`src/hw/rtl/qfo_pkg.sv`:
```
// Shared types and constants for the quota FIFO outbox.
// Used by all modules but qfo_ram; depends on nothing else.
package qfo_pkg;

  // Fixed widths of the item, result and register data ports.
  localparam int HANDLE_W = 16;
  localparam int CNT_W    = 10;
  localparam int CTR_W    = 32;
  localparam int EIDX_W   = 4;
  localparam int DATA_W   = 32;

  // Flow count saturation value and capacity register reset value.
  localparam logic [CNT_W-1:0] CNT_MAX     = 10'd1023;
  localparam logic [CNT_W-1:0] CAP_DEFAULT = 10'd64;

  // Configuration register indexes (address bit 2).
  localparam logic REG_CAPACITY = 1'b0;
  localparam logic REG_MODE     = 1'b1;

  typedef enum logic [1:0] {
    OP_ENQ  = 2'd0,
    OP_POP  = 2'd1,
    OP_LOAD = 2'd2,
    OP_LINK = 2'd3
  } op_t;

  typedef enum logic [3:0] {
    ST_DIRECT  = 4'd0,
    ST_QUEUED  = 4'd1,
    ST_OFFDROP = 4'd2,
    ST_REFUSED = 4'd3,
    ST_ZEROQ   = 4'd4,
    ST_POPPED  = 4'd5,
    ST_EMPTY   = 4'd6,
    ST_LOADED  = 4'd7,
    ST_LINK    = 4'd8
  } status_t;

  typedef enum logic [2:0] {
    S_IDLE,
    S_DECIDE,
    S_SCAN,
    S_SHIFT,
    S_HEADRD,
    S_HEAD,
    S_APPEND
  } state_t;

  // Commands to the flow table, at most one active per cycle.
  typedef struct packed {
    logic load;
    logic inc;
    logic dec;
  } flow_cmd_t;

  // Lookup result of the flow table.
  typedef struct packed {
    logic             hit;
    logic [CNT_W-1:0] quota;
    logic [CNT_W-1:0] count;
  } flow_res_t;

endpackage

```
`src/hw/rtl/qfo_flow.sv`:
```
// Per-flow quota table: key match lookup, count update and slot load.
// Depends on qfo_pkg for the command and lookup result types.
module qfo_flow #(
  parameter int FLOW_ENTRIES = 16,
  parameter int KEY_BITS     = 33,
  parameter int FIW          = (FLOW_ENTRIES > 1) ? $clog2(FLOW_ENTRIES) : 1
) (
  input  logic                         clk,
  input  logic                         rst_n,
  input  logic                         mode,
  input  logic [KEY_BITS-1:0]          lk_key,
  input  qfo_pkg::flow_cmd_t           cmd,
  input  logic [FIW-1:0]               ld_idx,
  input  logic [KEY_BITS-1:0]          ld_key,
  input  logic [qfo_pkg::CNT_W-1:0]    ld_quota,
  input  logic [qfo_pkg::CNT_W-1:0]    ld_count,
  input  logic                         ld_valid,
  output qfo_pkg::flow_res_t           res
);

  logic [FLOW_ENTRIES-1:0]   valid_r;
  logic [KEY_BITS-1:0]       key_r   [FLOW_ENTRIES];
  logic [qfo_pkg::CNT_W-1:0] quota_r [FLOW_ENTRIES];
  logic [qfo_pkg::CNT_W-1:0] count_r [FLOW_ENTRIES];
  logic [FIW-1:0]            hidx;
  logic                      hit;

  // Lowest valid slot whose key matches wins.
  always_comb begin
    hit  = 1'b0;
    hidx = '0;
    for (int i = FLOW_ENTRIES - 1; i >= 0; i--) begin
      if (mode && valid_r[i] && (key_r[i] == lk_key)) begin
        hit  = 1'b1;
        hidx = FIW'(i);
      end
    end
  end

  assign res.hit   = hit;
  assign res.quota = quota_r[hidx];
  assign res.count = count_r[hidx];

  // Slot load and count updates.
  always_ff @(posedge clk) begin
    if (!rst_n) begin
      valid_r <= '0;
    end else if (cmd.load) begin
      valid_r[ld_idx] <= ld_valid;
      key_r[ld_idx]   <= ld_key;
      quota_r[ld_idx] <= ld_quota;
      count_r[ld_idx] <= ld_count;
    end else if (cmd.dec && hit && (count_r[hidx] != '0)) begin
      count_r[hidx] <= count_r[hidx] - qfo_pkg::CNT_W'(1);
    end else if (cmd.inc && hit && (count_r[hidx] != qfo_pkg::CNT_MAX)) begin
      count_r[hidx] <= count_r[hidx] + qfo_pkg::CNT_W'(1);
    end
  end

endmodule

```
`config.mk`:
```
export PLATFORM = sky130hd
export DESIGN_NAME = qfo_flow
export DESIGN_NICKNAME = d
export VERILOG_FILES = /design/src/hw/rtl/qfo_pkg.sv /design/src/hw/rtl/qfo_flow.sv
export SDC_FILE = /design/constraint.sdc
export NUM_CORES = 2
export LEC_CHECK = 0
export BUFFER_PORTS_ARGS = -buffer_cell sky130_fd_sc_hd__buf_2
export CORE_MARGIN = 2
export CORE_UTILIZATION = 50
export CTS_CLUSTER_DIAMETER = 50
export DETAILED_ROUTE_END_ITERATION = 8
export PLACE_DENSITY = 0.71
export SYNTH_ARGS = -nofsm -noshare
export SYNTH_HDL_FRONTEND = slang
export SYNTH_SLANG_ARGS = --single-unit
```
`constraint.sdc`:
```
create_clock -name clk -period 16.6 [get_ports clk]
set_input_delay 2.49 -clock clk [delete_from_list [all_inputs] [get_ports clk]]
set_output_delay 2.49 -clock clk [all_outputs]
set_load 0.05 [all_outputs]
```
==> run_results.csv <==
group,metric,value,unit
logic_synthesis,avgSynthCellArea,14.5,um2
worst_setup_path,reg2reg_depth,22,
sta,hold_viol_final,0,
logic_synthesis,synth_seq_cells,864,
global_route,grt_usage,0.305,
global_route,grt_max_degree,91,
sta,whs,0.509,ns
logic_synthesis,synthArstFlopShare,0,
detailed_routing,first_iter_violations,3999,
floorplanning,initial_core_util,0.504,
worst_setup_path,path_class,"primary input to output port",
sta,setup_viol,0,
clock_network,cts-root-buf,"clkbuf_16",
detailed_routing,firstDrtPassIters,7,
sta,min_period_over_period,0.701,
finish,finalInstanceArea,44100,um2
floorplanning,std_cell_rows,102,
clock_network,worstSkewPairLatency,0.67,ns
clock_network,cts_buffers,97,
global_route,antenna_found_initial,9,
sta,setup_tns,0,ns
worst_setup_path,cpLargestDelayFamily,"buffers and inverters",
sta,skew,0.0315,ns
global_route,grt_pass1_wl,175000,um
sta,worst_slew_pin_slew,1.38,ns
sta,rsz0062_at_grt,"false",
worst_setup_path,cp.depth,15,
pwr,peakVddDrop,0.0799,mV
worst_setup_path,ff2ff_setup_slack,7.90,ns
pwr,p_per_area,112,nW/um2
clock_network,cts.sinks,864,
global_route,overflow,0,
detailed_routing,wl_per_cell,31.3,um
hold_path,hp-class,"flip-flop to flip-flop",
finish,final_layout_size_suffix_gt1_frac,0.136,
logic_synthesis,ys_seq_area_frac,0.661,
clock_network,cts_hold_buf,0,
worst_setup_path,cp_num_buf_inv,4,
pwr,p_leak,14.5,nW
clock_network,htree_levels,3,
placement,pre_cts_ws,5.24,ns
detailed_routing,wl,124000,um
sta,setup_ws,4.96,ns
detailed_routing,drcViolationCount,0,
worst_setup_path,startpoint,"lk_key[8]",
clock_network,post_cts_buffers,0,
worst_setup_path,crit_end,"res[14]",
worst_setup_path,cp-start-kind,"primary input",
logic_synthesis,synth-edff-count,848,
sta,slew_violations,0,
finish,nNetsFinal,2949,
logic_synthesis,synth.top_cell.area_share,0.653,
run_status,status,"finished, final reports clean",
floorplanning,design.die.area,80300,um2
worst_setup_path,r2r_end,"count_r[1][9]$_DFFE_PP_",
worst_setup_path,crit_fanout,82,
logic_synthesis,synth.area.top_cells,"edfxtp_1, xnor2_1, xor2_1",
clock_network,cts_resized,0,
worst_setup_path,critPathArrivalTime,9.15,ns
worst_setup_path,max_stage_delay,1.06,ns
placement,dp_hpwl,74600,um
finish,diodes,0,
placement,place_area,40700,um2
worst_setup_path,crit_path_cell_trace,"buf_2 -> xnor2_1 -> nand4_1 -> or4_1 -> nor3_1 -> a311oi_1 -> a221oi_1 -> a2bb2oi_4 -> buf_4 -> buf_4 -> mux2i_1 -> a211oi_1 -> a21oi_1 -> a21oi_1 -> buf_2",
worst_setup_path,required,14.11,ns
floorplanning,die_x,283,um
placement,io_buffers,117,
placement,gp_congestion,0.952,
worst_setup_path,worstSetupEndpointType,"output port",
clock_network,path_clk_slew,0.06,ns
clock_network,cts_buffer_depth,3,
flow_run,cap_violations,0,
sta,period_minus_slack,11.64,ns
sta,fmax,0.0859,GHz
clock_network,tritoncts,"yes",
global_route,grt_pass1_vias,24500,
logic_synthesis,syn_nets,2799,
logic_synthesis,synthFlopType,"edfxtp_1",
logic_synthesis,ys_warn_count,0,
detailed_routing,vias,25400,
detailed_routing,viasPerCell,6.42,
floorplanning,core,77300,um2
worst_setup_path,cp_slowest_cell,"nor3_1",
floorplanning,die_h,283,um
logic_synthesis,yosys.cell_types.count,97,
logic_synthesis,synth_top_cell_by_area,"edfxtp_1",
detailed_routing,ant_nets,0,
floorplanning,top_level_ports,118,
sta,max_slew_margin,0.0765,
finish,syn_to_final_growth,12.9,%
logic_synthesis,synth_cells,2695,
logic_synthesis,synth.cell_area,39000,um2
worst_setup_path,r2r_start,"key_r[8][8]$_DFFE_PP_",
## placed cells by master (no fill, tap or decap), types with 13 or more instances in the layout
master,count
a211oi_1,80
a21oi_1,64
and3_1,14
buf_2,117
buf_4,56
bufinv_16,15
clkbuf_1,13
clkbuf_16,100
clkinv_1,16
clkinv_2,13
dfxtp_1,16
edfxtp_1,848
inv_1,31
mux2i_1,109
nand2_1,86
nand2b_1,18
nand3_1,51
nand4_1,121
nand4b_1,13
nor2_1,74
nor2_4,16
nor2b_1,82
nor3_1,46
nor4_1,113
o21ai_0,20
o22ai_1,16
or3_1,13
or4_1,19
xnor2_1,264
xor2_1,256
## cell usage after synthesis, drive strengths merged, types with 49 or more instances
library cell,instances
a211oi,81
a21oi,64
buf,85
edfxtp,848
mux2i,110
nand2,88
nand3,53
nand4,122
nor2,90
nor2b,82
nor3,49
nor4,121
xnor2,266
xor2,256
## flip-flops by register name (all words and copies together) (netlist names)
name,cells
count_r,160
key_r,528
quota_r,160
valid_r,16
## per-stage QoR
stage / power, W / std cells / utilization
detailed placement: 0.00275 / 3786 / 0.526
finish: 0.00495 / 3965 / 0.570
floorplan: 0.00262 / 2695 / -
global route: 0.00506 / 3965 / 0.570
global placement: 0.00274 / 3786 / 0.526
CTS: 0.00495 / 3965 / 0.570
## worst min-delay path by stage
stage,start,to,slack [ns],cells past startpoint
after detailed placement,valid_r[7]$_SDFFE_PN0P_,valid_r[7]$_SDFFE_PN0P_,0.49,2
final,valid_r[10]$_SDFFE_PN0P_,valid_r[10]$_SDFFE_PN0P_,0.51,2
after global placement,valid_r[10]$_SDFFE_PN0P_,valid_r[10]$_SDFFE_PN0P_,0.47,2
after global routing,valid_r[7]$_SDFFE_PN0P_,valid_r[7]$_SDFFE_PN0P_,0.55,2
after floorplan,valid_r[2]$_SDFFE_PN0P_,valid_r[2]$_SDFFE_PN0P_,0.46,2
after CTS,valid_r[7]$_SDFFE_PN0P_,valid_r[7]$_SDFFE_PN0P_,0.51,2
## cell type report
type	count	area, um2
fill	6045	33300
tap	1040	1300
timing repair buffer	173	1010
multi-input combinational	1678	12500
sequential	864	25800
clock inverter	66	796
inverter	31	116
clock buffer	113	2550
## cell families (layout without fill, tap and decap cells)
logic type	Yosys count	after routing	share of synthesized area
AND/OR/NAND/NOR	754	754	0.114
multiplexers	122	122	0.0319
adder cells (fa/ha/maj)	7	7	0.00244
buffers and inverters	153	383	0.0232
AO/OA/AOI/OAI	273	273	0.0504
flip-flops	864	864	0.661
XOR/XNOR	522	522	0.118
## power breakdown
group / leakage (nW) / internal, W / switching [W]
Combinational: 5.13 / 0.0000709 / 0.000212
Sequential: 7.77 / 0.00242 / 0.00000910
Clock: 1.62 / 0.00134 / 0.000892
Total: 14.5 / 0.00384 / 0.00111
## worst register-to-register path, stage by stage, from the launching register on
cell	delay (ns)
edfxtp_1	0.39
xnor2_1	0.22
nand4_1	0.13
or4_1	0.58
nor3_1	1.06
a311oi_1	0.18
a221oi_1	0.55
a2bb2oi_4	0.18
buf_4	0.77
mux2i_1	0.33
o22ai_1	0.12
o31ai_2	0.41
o221ai_2	0.33
nor4_2	0.37
nand4_2	0.23
nand3_1	0.18
nand2_1	0.23
ha_1	0.44
nand2_1	0.15
o32ai_1	0.51
o41ai_2	0.12
mux2i_1	0.13
nor2_1	0.74
## routing by layer
metal  up-vias  part of all wire  global-route usage  wire [um]
met1     12800              0.38               0.415      47100
met3       334              0.11              0.0584      14000
li1      10600                 -                   -          -
met5         -           0.00090             0.00893        112
met4         6             0.049               0.139       6100
met2      1720              0.46               0.476      56900
Note: power is estimated with default switching activity, not from simulation.
